[config.mk]
export PLATFORM = sky130hd
export DESIGN_NAME = skt_cell
export DESIGN_NICKNAME = d
export VERILOG_FILES = /design/src/rtl/core/skt_pkg.sv /design/src/rtl/core/skt_cell.sv
export SDC_FILE = /design/constraint.sdc
export NUM_CORES = 1
export LEC_CHECK = 0
export BUFFER_PORTS_ARGS = -buffer_cell sky130_fd_sc_hd__buf_2
export CAP_MARGIN = 20
export CORE_UTILIZATION = 44
export CTS_CLUSTER_SIZE = 20
export DETAILED_ROUTE_END_ITERATION = 10
export PLACE_DENSITY = 0.89
export SYNTH_ARGS = -nofsm -noshare
export SYNTH_HDL_FRONTEND = slang
export SYNTH_SLANG_ARGS = --single-unit
export TNS_END_PERCENT = 30
[constraint.sdc]
create_clock -name i_clk -period 4.2 [get_ports i_clk]
set_input_delay 0.42 -clock i_clk [delete_from_list [all_inputs] [get_ports i_clk]]
set_output_delay 0.42 -clock i_clk [all_outputs]
set_load 0.05 [all_outputs]
[src/rtl/core/skt_pkg.sv]
// types and constants shared by the sorted key table cells and top level
package skt_pkg;

    localparam int KEY_W   = 31;
    localparam int PLD_W   = 32;
    localparam int COUNT_W = 7;

    localparam logic CMD_INSERT = 1'b0;
    localparam logic CMD_SEARCH = 1'b1;

    typedef enum logic [1:0] {
        ST_INSERTED = 2'd0,
        ST_FULL     = 2'd1,
        ST_FOUND    = 2'd2,
        ST_MISSING  = 2'd3
    } t_status;

    typedef struct packed {
        logic               command;
        logic [KEY_W-1:0]   key;
        logic [PLD_W-1:0]   payload;
    } t_in;

    typedef struct packed {
        t_status            status;
        logic [PLD_W-1:0]   found_payload;
        logic [COUNT_W-1:0] entry_count;
    } t_out;

    // broadcast from the top level to every cell
    typedef struct packed {
        logic               insert_en;
        logic [KEY_W-1:0]   key;
        logic [PLD_W-1:0]   payload;
    } t_ctrl;

    // what one cell hands to the next one down the chain
    typedef struct packed {
        logic               valid;
        logic [KEY_W-1:0]   key;
        logic [PLD_W-1:0]   payload;
        logic               at_or_past;
        logic               acc_hit;
        logic [PLD_W-1:0]   acc_payload;
    } t_link;

endpackage

[src/rtl/core/skt_cell.sv]
// one entry of the sorted table: holds a key and payload, shifts on insert, passes search hits on
module skt_cell #(
    parameter bit IS_HEAD = 1'b0
) (
    input  logic          i_clk,
    input  logic          i_rst_n,
    input  skt_pkg::t_ctrl i_ctrl,
    input  skt_pkg::t_link i_prev,
    output skt_pkg::t_link o_link
);
    import skt_pkg::*;

    logic             r_valid;
    logic [KEY_W-1:0] r_key;
    logic [PLD_W-1:0] r_payload;
    logic             r_acc_hit;
    logic [PLD_W-1:0] r_acc_payload;

    logic at_or_past;
    logic match;

    // head moves only for a strictly smaller key, later cells for any key not above theirs
    always_comb begin
        if (IS_HEAD) begin
            at_or_past = !r_valid || (i_ctrl.key < r_key);
        end else begin
            at_or_past = !r_valid || !(r_key < i_ctrl.key);
        end
        match = r_valid && (r_key == i_ctrl.key);
    end

    always_ff @(posedge i_clk) begin
        if (!i_rst_n) begin
            r_valid <= 1'b0;
        end else if (i_ctrl.insert_en) begin
            if (i_prev.at_or_past) begin
                r_valid <= i_prev.valid;
            end else if (at_or_past) begin
                r_valid <= 1'b1;
            end
        end
    end

    always_ff @(posedge i_clk) begin
        if (i_ctrl.insert_en) begin
            if (i_prev.at_or_past) begin
                r_key     <= i_prev.key;
                r_payload <= i_prev.payload;
            end else if (at_or_past) begin
                r_key     <= i_ctrl.key;
                r_payload <= i_ctrl.payload;
            end
        end
        // an earlier hit has priority over this cell's own match
        if (i_prev.acc_hit) begin
            r_acc_hit     <= 1'b1;
            r_acc_payload <= i_prev.acc_payload;
        end else begin
            r_acc_hit     <= match;
            r_acc_payload <= match ? r_payload : '0;
        end
    end

    assign o_link.valid       = r_valid;
    assign o_link.key         = r_key;
    assign o_link.payload     = r_payload;
    assign o_link.at_or_past  = at_or_past;
    assign o_link.acc_hit     = r_acc_hit;
    assign o_link.acc_payload = r_acc_payload;

endmodule

* After elaboration in Yosys (flattened, before gate mapping)
Cells that the tools add are included.
** Storage, ports and cells
- Flip-flop bits (word level) :: 97
- Bits of input ports :: 164
- Output and inout port bits :: 98
- Word-level logic and storage cells :: 21
** Cells by class
- Magnitude comparators :: 1
- Equal/unequal tests :: 1
- Multiplexer cells :: 8
- Reduce and logical (&&, ||, !) cells :: 6
** Operators by type and width (number)
- $mux W32 :: 4
- $mux W31 :: 2
- $eq A31 B31 Y1 :: 1
- $lt A31 B31 Y1 :: 1
- $logic_not A1 Y1 :: 2
- $mux W1 :: 2
- $reduce_and A2 Y1 :: 1
- $reduce_bool A2 Y1 :: 1
- $logic_and A1 B1 Y1 :: 1
- $logic_or A1 B1 Y1 :: 1

* Longest topological paths before layout
Gate-level depths: netlist of the first run.
- Word-level depth :: 5
- Mapped depth :: 8
- Depth with buffers taken out :: 7

* Worst setup path after synthesis of the first run
Ideal clock, no wire load.
- Path type :: register -> register
- Start point :: register r_key[26]
- End point :: register r_key[0], enable pin
- Setup time :: 432 ps
- Arrival :: 3263 ps
- Slack :: 505 ps
- Cell stages (with the launch flop) :: 6
- Cells stage by stage :: edfxtp_1 > ha_1 > nand4_1 > nor4_1 > a21boi_0 > o31a_1
** On the way
- Longest elaborated chain between the ends :: 5
** Ends and longest elaborated chain
- start, declared :: line skt_cell.sv:14 : logic [KEY_W-1:0] r_key;
- start signal, assigned :: line skt_cell.sv:47 : r_key <= i_prev.key;
- start signal, assigned :: line skt_cell.sv:50 : r_key <= i_ctrl.key;
- $lt A31 B31 Y1 :: line skt_cell.sv:27 : at_or_past = !r_valid || !(r_key < i_ctrl.key);
- $logic_not A1 Y1 :: line skt_cell.sv:27
- $logic_or A1 B1 Y1 :: line skt_cell.sv:27
- $reduce_bool A2 Y1 (no source line)
- $reduce_and A2 Y1 (no source line)
No other way between the ends.
A chain may end at the register's enable or synchronous reset.

==> impl_metrics.csv, run 1 <==
group,metric,value,unit
route,initialDrtViolationCount,103,
global_routing,track_usage,0.221,
clock_network,cts_buffers,9,
clock_network,path_clk_slew,100,ps
sta,fin_tns_setup,0,ps
clock_network,cts-resized-gates,0,
critical_path,worstPathRequired,3780,ps
sta,fin_skew,14.6,ps
sta,maxSlewViolCount,0,
clock_network,hold_buffers,0,
clock_network,post-cts-setup-buffers,0,
placement,place_hpwl,9420,um
route,firstDrtPassIters,4,
outcome,status,"completed",
critical_path,max_stage_delay,470,ps
route,post_drt_via_cell_ratio,5.09,
global_routing,grt-ovfl-total,0,
critical_path,cp-end-kind,"output port",
finish,drive_gt1_frac,0.517,
floorplanning,die_w,102,um
worst_hold_path,whs_path_depth,2,
global_routing,grt_pass1_wl,17300,um
sta,period_share,0.677,
sta,finalHoldViolCount,0,
pwr,p_per_area,382,mW/mm^2
placement,gp_congestion,0.866,
worst_hold_path,holdCritPathClass,"in2reg",
global_routing,grt_max_degree,44,
yosys,ys_warn_count,0,
yosys,synth.cell_area,0.00444,sq mm
route,ant_nets,0,
critical_path,worst-setup-path-type,"reg2out",
floorplanning,rows,36,
yosys,ys_seq_area_frac,0.580,
clock_network,htree_levels,3,
yosys,syn_inst,359,
critical_path,start_kind,"register",
placement,dpl_worst_slack,1540,ps
sta,fin_crit,2840,ps
critical_path,path_cells,"ha_1 -> nand4_1 -> nor4_1 -> a21boi_0 -> or2_1 -> buf_2",
yosys,synth_fp_nets,554,
clock_network,clockBufferDepth,2,
sta,relSlewSlack,0.572,
placement,io_buffer_count,261,
yosys,ys_dominant_reg_cell,"edfxtp_1",
route,drc,0,
finish,final_nets,809,
run,maxCapViolCount,0,
critical_path,slowest_stage,"nor4_1",
yosys,synth.avg_cell_area,12.4,sq um
yosys,synth_edf_count,63,
sta,clock.fmax,0.352,GHz
pwr,power_leakage,2.94,nW
sta,setup_viol,0,
clock_network,cts_tree,"built",
floorplanning,fp.coreArea,0.00977,sq mm
finish,n_antenna_cell,0,
global_routing,grt_pass1_vias,3756,
critical_path,critPathArrivalTime,2420,ps
sta,tightest_slew,642,ps
route,detail_route.wl_per_cell,15.9,um
route,wl,12000,um
yosys,synth_seq_cells,97,
yosys,synthArstFlopShare,0,
route,vias,3827,
yosys,ys_types,33,
finish,syn2layout_area_growth,36.0,%
floorplanning,io_pins,262,
floorplanning,die_h,102,um
critical_path,reg2reg_depth,6,
clock_network,cts.sinks,97,
sta,layout_setup_ws,1360,ps
clock_network,clockRootBuffer,"clkbuf_8",
clock_network,clk-insertion-delay-late,360,ps
pwr,ir_worst_vdd,0.187,mV
sta,rsz0062_at_grt,"false",
critical_path,cp_max_fo,3,
floorplanning,dieArea,0.0105,sq mm
global_routing,antenna_found_initial,0,
floorplanning,initial_core_util,0.454,
[power by group]
part	total, mW	switching, mW	internal, mW	leakage [nW]
logic	0.557	0.379	0.178	1.94
registers	1.13	0.0332	1.09	0.900
clock network	0.623	0.331	0.292	0.108
[registers in the layout (all words and copies together) (netlist names)]
| register | count |
|---|---|
| r_payload | 32 |
| r_key | 31 |
| r_valid | 1 |
| r_acc_hit | 1 |
| r_acc_payload | 32 |
[per-layer routing]
| metal | vias up | wire (um) | track usage | part of all wire |
|---|---|---|---|---|
| met3 | 32 | 761 | 0.0520 | 0.064 |
| li1 | 1826 | - | - | - |
| met2 | 187 | 6160 | 0.393 | 0.52 |
| met5 | - | 0 | 0 | 0 |
| met4 | 0 | 374 | 0.123 | 0.031 |
| met1 | 1782 | 4660 | 0.242 | 0.39 |
[cells in the mapped netlist (2+ instances only)]
master,count,area (sq um)
a21o_1,4,30.0
nand3_1,4,20.0
a21oi_1,10,50.1
nor3_1,2,10.0
buf_6,3,33.8
ha_1,31,388
clkbuf_1,11,41.3
mux2_2,33,372
buf_1,4,15.0
nand2_1,36,135
buf_4,4,30.0
o21ai_0,33,165
inv_1,32,120
a211oi_1,2,15.0
dfxtp_1,34,681
nand3b_1,2,15.0
nor2_1,2,7.51
edfxtp_1,63,1890
a22o_1,32,280
nand4_1,4,25.0
[area by class of cell]
| class | instances | area (sq um) |
|---|---|---|
| fillers | 766 | 3740 |
| flip-flops and latches | 97 | 2570 |
| multi-input cells | 208 | 1630 |
| repair buffers | 266 | 1340 |
| clock buffers | 12 | 178 |
| well taps | 133 | 166 |
| inverters | 32 | 120 |
| clock inverters | 4 | 30.0 |
[per-stage QoR]
stage	utilization	area (sq um)	hold slack (ps)	std cells	total power, mW
detailed placement	0.596	5830	478	736	1.71
floorplan	-	4440	552	359	1.52
finish	0.618	6040	275	752	2.31
CTS	0.618	6040	256	752	2.32
global placement	0.596	5830	466	736	1.69
global route	0.618	6040	250	752	2.41
[critical path, delay by kind of cell (launching register included)]
family	cells	cell delay, ps
AND/OR/NAND/NOR	3	770
AO/OA/AOI/OAI	1	270
adder cells (fa/ha/maj)	1	350
buffers and inverters	1	270
flip-flops	1	410
[cell usage in the layout (no fill, tap or decap), types with 10 or more instances in the layout]
cell,netlist,routed
a21oi_1,10,10
a22o_1,32,32
buf_2,0,261
dfxtp_1,34,34
edfxtp_1,63,63
ha_1,31,31
inv_1,32,32
mux2_2,33,33
nand2_1,36,36
o21ai_0,33,33
[logic make-up after synthesis]
group / after synthesis / synth area share
flip-flops: 97 / 0.580
AO/OA/AOI/OAI: 87 / 0.134
AND/OR/NAND/NOR: 57 / 0.0612
buffers and inverters: 54 / 0.0541
multiplexers: 33 / 0.0837
adder cells (fa/ha/maj): 31 / 0.0874
[worst paths after layout]
kind / startpoint / endpoint / slack (ps)
setup reg to reg: r_key[26] / r_payload[30] / 1600
hold / removal: i_prev[8] / r_acc_payload[8] / 270
setup / recovery: r_key[26] / o_link[33] / 1360
hold reg to reg: r_payload[17] / r_acc_payload[17] / 500
No activity file was read; power rests on OpenSTA's default activity.
==> run 2: changes to the inputs <==
==> constraint.sdc (replaced) <==
create_clock -name i_clk -period 2.75 [get_ports i_clk]
set_input_delay 0.275 -clock i_clk [delete_from_list [all_inputs] [get_ports i_clk]]
set_output_delay 0.275 -clock i_clk [all_outputs]
set_load 0.05 [all_outputs]
==> run 2 against run 1 <==
The run now ends with negative setup slack left; power increased by 50%; sequential power increased by 52%; non-clock buffer count decreased by 1; worst hold slack got worse by 130 ps; register-to-register slack got worse by 1600 ps; clock power increased by 41%; design area decreased by 0.17%; largest power group unchanged.
==> impl_metrics.csv, run 2 (synthesized netlist as in run 1, its figures left out) <==
group,metric,value,unit
sta,maxSlewViolCount,0,
critical_path,reg2reg_slack,40,ps
finish,n_antenna_cell,0,
sta,fin_skew,13.5,ps
floorplanning,initial_core_util,0.454,
floorplanning,fp.coreArea,0.00977,sq mm
worst_hold_path,min_from,"i_prev[4]",
sta,layout_setup_ws,-8.70,ps
worst_hold_path,holdPathEnd,"r_acc_payload[4]",
finish,final_nets,808,
finish,drive_gt1_frac,0.521,
pwr,ir_worst_vdd,0.209,mV
floorplanning,die_w,102,um
pwr,p_per_area,573,mW/mm^2
critical_path,cp_max_fo,3,
floorplanning,dieArea,0.0105,sq mm
clock_network,clockBufferDepth,2,
critical_path,worstPathRequired,2480,ps
placement,dp.cells,735,
sta,fin_tns_setup,-8.70,ps
worst_hold_path,holdCritPathClass,"in2reg",
global_routing,grt_pass1_wl,16800,um
pwr,seq_power_share,0.498,
critical_path,start_kind,"register",
finish,syn2layout_area_growth,35.8,%
pwr,power.share.clock,0.255,
sta,setup_viol,1,
placement,place_hpwl,9320,um
global_routing,grt-ovfl-total,0,
finish,final_cell_mix,"261 x buf_2, 63 x edfxtp_1, 36 x nand2_1",
route,detail_route.wl_per_cell,15.9,um
finish,top_regs,"r_acc_payload x32, r_payload x32, r_key x31",
critical_path,max_stage_delay,560,ps
placement,gp_congestion,0.808,
clock_network,clk-insertion-delay-late,350,ps
outcome,status,"finished, violations left",
critical_path,cp-end-kind,"output port",
sta,relSlewSlack,0.458,
critical_path,reg2reg_depth,5,
global_routing,grt_max_degree,64,
finish,fin_area,0.00603,sq mm
floorplanning,die_h,102,um
sta,finalHoldViolCount,0,
route,initialDrtViolationCount,110,
worst_hold_path,whs_path_depth,2,
sta,clock.fmax,0.362,GHz
sta,tightest_slew,814,ps
clock_network,cts_buffers,9,
sta,rsz0062_at_grt,"true",
run,maxCapViolCount,0,
pwr,p_sw,1.14,mW
placement,placed_area,0.00583,sq mm
clock_network,clockRootBuffer,"clkbuf_8",
floorplanning,io_pins,262,
critical_path,rr_startpoint,"r_key[26]",
pwr,combPwrFrac,0.247,
route,firstDrtPassIters,4,
clock_network,post-cts-setup-buffers,0,
route,drc,0,
route,ant_nets,0,
critical_path,worst-setup-path-type,"reg2out",
route,post_drt_via_cell_ratio,5.05,
critical_path,slowest_stage,"or4_4",
critical_path,path_cells,"ha_1 -> a21oi_1 -> a21oi_1 -> or4_4 -> or2_1 -> buf_2",
critical_path,critPathArrivalTime,2480,ps
placement,io_buffer_count,261,
route,wl,11900,um
critical_path,crit_path_frequent_cell,"a21oi_1",
finish,final_common_cell,"buf_2",
clock_network,path_clk_slew,100,ps
floorplanning,rows,36,
global_routing,track_usage,0.216,
outcome,violations,"negative setup slack",
pwr,power,3.45,mW
pwr,p_sw_frac,0.332,
critical_path,r2r-end,"r_payload[11]",
clock_network,htree_levels,3,
sta,fin_crit,2760,ps
global_routing,grt_pass1_vias,3566,
pwr,power_leakage,2.94,nW
clock_network,cts_tree,"built",
finish,finalNonFillerCells,751,
global_routing,antenna_found_initial,0,
route,vias,3790,
clock_network,cts.sinks,97,
pwr,intPower,2.31,mW
sta,period_share,1.00,
## run 2: how the worst max path moves through the flow
| stage | from | end | cells after the start |
|---|---|---|---|
| after floorplan | r_key[24] | r_key[0] | 6 |
| after global placement | i_ctrl[58] | r_payload[0] | 7 |
| after detailed placement | r_key[26] | r_payload[9] | 5 |
| after CTS | r_key[26] | o_link[33] | 6 |
| after global routing | r_key[26] | r_payload[30] | 5 |
| final | r_key[26] | o_link[33] | 6 |
## run 2: area by class of cell
class                           instances  area, sq um
Fill cell                             815         3750
Sequential cell                        97         2570
Multi-Input combinational cell        208         1650
Timing Repair Buffer                  265         1340
Tap cell                              133          166
Clock buffer                           10          138
Inverter                               32          120
Clock inverter                          6         47.5
## run 2: critical path, delay by kind of cell (launching register included)
| kind | cells | cell delay [ps] |
|---|---|---|
| adder cells (fa/ha/maj) | 1 | 350 |
| flip-flops | 1 | 440 |
| AND/OR/NAND/NOR | 2 | 790 |
| buffers and inverters | 1 | 210 |
| AO/OA/AOI/OAI | 2 | 350 |
## run 2: per-stage QoR
| stage | util | hold slack, ps | setup slack, ps |
|---|---|---|---|
| 3_5_place_dp | 0.596 | 471 | -58.8 |
| 2_1_floorplan | - | 408 | 73.4 |
| 3_3_place_gp | 0.596 | 468 | 75.1 |
| 5_1_grt | 0.617 | 123 | -55.9 |
| 6_report | 0.617 | 144 | -8.70 |
| 4_1_cts | 0.616 | 119 | 17.1 |
## run 2: metal layers
| layer | global-route usage | vias to the layer above | part of all wire |
|---|---|---|---|
| met3 | 0.0417 | 20 | 0.052 |
| li1 | - | 1826 | - |
| met2 | 0.404 | 160 | 0.54 |
| met5 | 0 | - | 0 |
| met4 | 0.0934 | 0 | 0.018 |
| met1 | 0.236 | 1784 | 0.39 |
## run 2: power by group through the flow
stage	combinational [mW]	clock (mW)	sequential [mW]
2_1_floorplan	0.243	0	2.08
3_3_place_gp	0.832	0	1.75
3_5_place_dp	0.853	0	1.75
4_1_cts	0.856	0.896	1.72
5_1_grt	0.911	0.958	1.73
6_report	0.853	0.878	1.72
## run 2: timing repair
item,in CTS,in global routing
gates resized for setup,2,2
pin swaps,0,1
endpoints found under the setup margin,64,64
hold buffers,0,0
==> run 3: changes to the inputs <==
--- a/config.mk
+++ b/config.mk
@@ -7,6 +7,7 @@
 export LEC_CHECK = 0
 export BUFFER_PORTS_ARGS = -buffer_cell sky130_fd_sc_hd__buf_2
 export CAP_MARGIN = 20
+export CORE_MARGIN = 10
 export CORE_UTILIZATION = 44
 export CTS_CLUSTER_SIZE = 20
 export DETAILED_ROUTE_END_ITERATION = 10
==> run 3 against run 2 <==
The run now ends clean; die area up 38%; first-iteration DRC count increased to 2.7 times the previous value; utilization increased by 0.15 points; register-to-register slack better by 280 ps; largest cell class unchanged; highest routed layer unchanged.
==> impl_metrics.csv, run 3 (synthesized netlist as in run 1, its figures left out) <==
group,metric,value,unit
global_routing,use_met2,0.359,
worst_hold_path,min_from,"i_prev[1]",
clock_network,path_clk_slew,100,ps
floorplanning,io_pins,262,
global_routing,antenna_found_initial,0,
run,maxCapViolCount,0,
finish,final_common_cell,"buf_2",
sta,hold_slack,124,ps
sta,fin_skew,15.7,ps
finish,finalNonFillerCells,753,
finish,syn2layout_area_growth,36.8,%
sta,clock.fmax,0.375,GHz
placement,io_buffer_count,261,
critical_path,worst-setup-path-type,"reg2out",
critical_path,critPathArrivalTime,2390,ps
route,firstDrtPassIters,5,
clock_network,cts_tree,"built",
floorplanning,fp.coreArea,0.00982,sq mm
finish,n_antenna_cell,0,
pwr,ir_worst_vdd,0.229,mV
route,detail_route.wl_per_cell,19.6,um
route,initialDrtViolationCount,301,
floorplanning,initial_core_util,0.452,
sta,setup_viol,0,
route,ant_nets,0,
sta,maxSlewViolCount,0,
worst_hold_path,holdPathEnd,"r_acc_payload[1]",
sta,finalHoldViolCount,0,
floorplanning,dieArea,0.0145,sq mm
finish,fin_util,0.618,
route,vias,3835,
floorplanning,die_h,120,um
finish,drive_gt1_frac,0.527,
clock_network,cts_buffers,9,
critical_path,r2r-end,"r_payload[6]",
worst_hold_path,whs_path_depth,2,
critical_path,reg2reg_depth,5,
floorplanning,rows,36,
pwr,p_per_area,566,mW/mm^2
floorplanning,die_w,120,um
placement,place_hpwl,12000,um
placement,gp_congestion,0.953,
global_routing,grt_max_degree,64,
global_routing,grt_pass1_vias,4213,
sta,fin_crit,2670,ps
worst_hold_path,holdCritPathClass,"in2reg",
global_routing,gr-usage-met3,0.0731,
sta,relSlewSlack,0.627,
clock_network,clockRootBuffer,"clkbuf_8",
critical_path,cp-end-kind,"output port",
sta,period_share,0.970,
critical_path,reg2reg_slack,320,ps
outcome,status,"completed",
clock_network,cts.sinks,97,
route,wl,14800,um
clock_network,htree_levels,3,
sta,tightest_slew,559,ps
critical_path,cp_max_fo,3,
finish,final_nets,810,
global_routing,track_usage,0.190,
global_routing,met1_usage,0.184,
placement,dp.cells,735,
global_routing,grt-ovfl-total,0,
finish,top_regs,"r_acc_payload x32, r_payload x32, r_key x31",
clock_network,hold_buffers,0,
clock_network,clockBufferDepth,2,
global_routing,grt.busiest_layer,"met2",
route,drc,0,
critical_path,start_kind,"register",
clock_network,clk-insertion-delay-late,370,ps
pwr,power_leakage,2.94,nW
critical_path,rr_startpoint,"r_key[26]",
finish,final_cell_mix,"260 x buf_2, 63 x edfxtp_1, 36 x nand2_1",
critical_path,worstPathRequired,2480,ps
global_routing,grt_pass1_wl,21800,um
route,post_drt_via_cell_ratio,5.09,
-- run 3: cell types whose count changed in the layout (fill, tap and decap cells not counted), moves of 2 or more --
| cell | previous run | this run |
|---|---|---|
| ha_4 | 0 | 2 |
| ha_1 | 31 | 29 |
| buf_4 | 4 | 6 |
| clkinv_2 | 0 | 2 |
-- run 3: worst max-delay path, cell delays in order (launching register included) --
cell and delay [ps]:
edfxtp_1 400, ha_1 350, a21oi_1 190, a21oi_1 100, or4_4 570, or2_1 240
buf_4 190
-- run 3: power by group --
| group | switching (mW) | leakage [nW] | total [mW] | internal (mW) |
|---|---|---|---|---|
| Sequential | 0.0494 | 0.900 | 1.72 | 1.67 |
| Clock | 0.506 | 0.0913 | 0.838 | 0.333 |
| Combinational | 0.597 | 1.95 | 0.876 | 0.279 |
| Total | 1.15 | 2.94 | 3.43 | 2.28 |
-- run 3: stage by stage --
stage	setup WS [ps]	setup TNS (ps)	instance area, sq um	total power [mW]
after global placement	47.5	0	5830	2.59
after floorplan	73.4	0	4450	2.32
final	81.5	0	6070	3.43
after CTS	5.71	0	6000	3.44
after global routing	-24.8	-24.8	6070	3.58
after detailed placement	-58.4	-3570	5830	2.62
-- run 3: worst max path at each step --
stage / cells past startpoint / to / start
after floorplan: 6 / r_key[0] / r_key[24]
after global placement: 7 / r_payload[12] / i_ctrl[58]
after detailed placement: 5 / r_payload[14] / r_key[26]
after CTS: 5 / r_payload[28] / r_key[26]
after global routing: 6 / o_link[33] / r_key[26]
final: 6 / o_link[33] / r_key[26]
-- run 3: routing by layer --
metal / up-vias / share of wire
met1: 1814 / 0.36
li1: 1833 / -
met5: - / 0
met3: 16 / 0.094
met4: 0 / 0.012
met2: 172 / 0.53
-- run 3: what timing repair did --
action                                  4_1_cts  5_1_grt
cloned                                        0        1
resized for setup                             1        9
endpoints found under the setup margin       63       64
setup buffers                                 0        1
pin swaps                                     0        1
-- run 3: area by class of cell --
type	count	area, sq um
Inverter	32	120
Sequential cell	97	2570
Clock buffer	10	128
Fill cell	816	3750
Multi-Input combinational cell	209	1700
Tap cell	133	166
Timing Repair Buffer	266	1350
Clock inverter	6	40.0
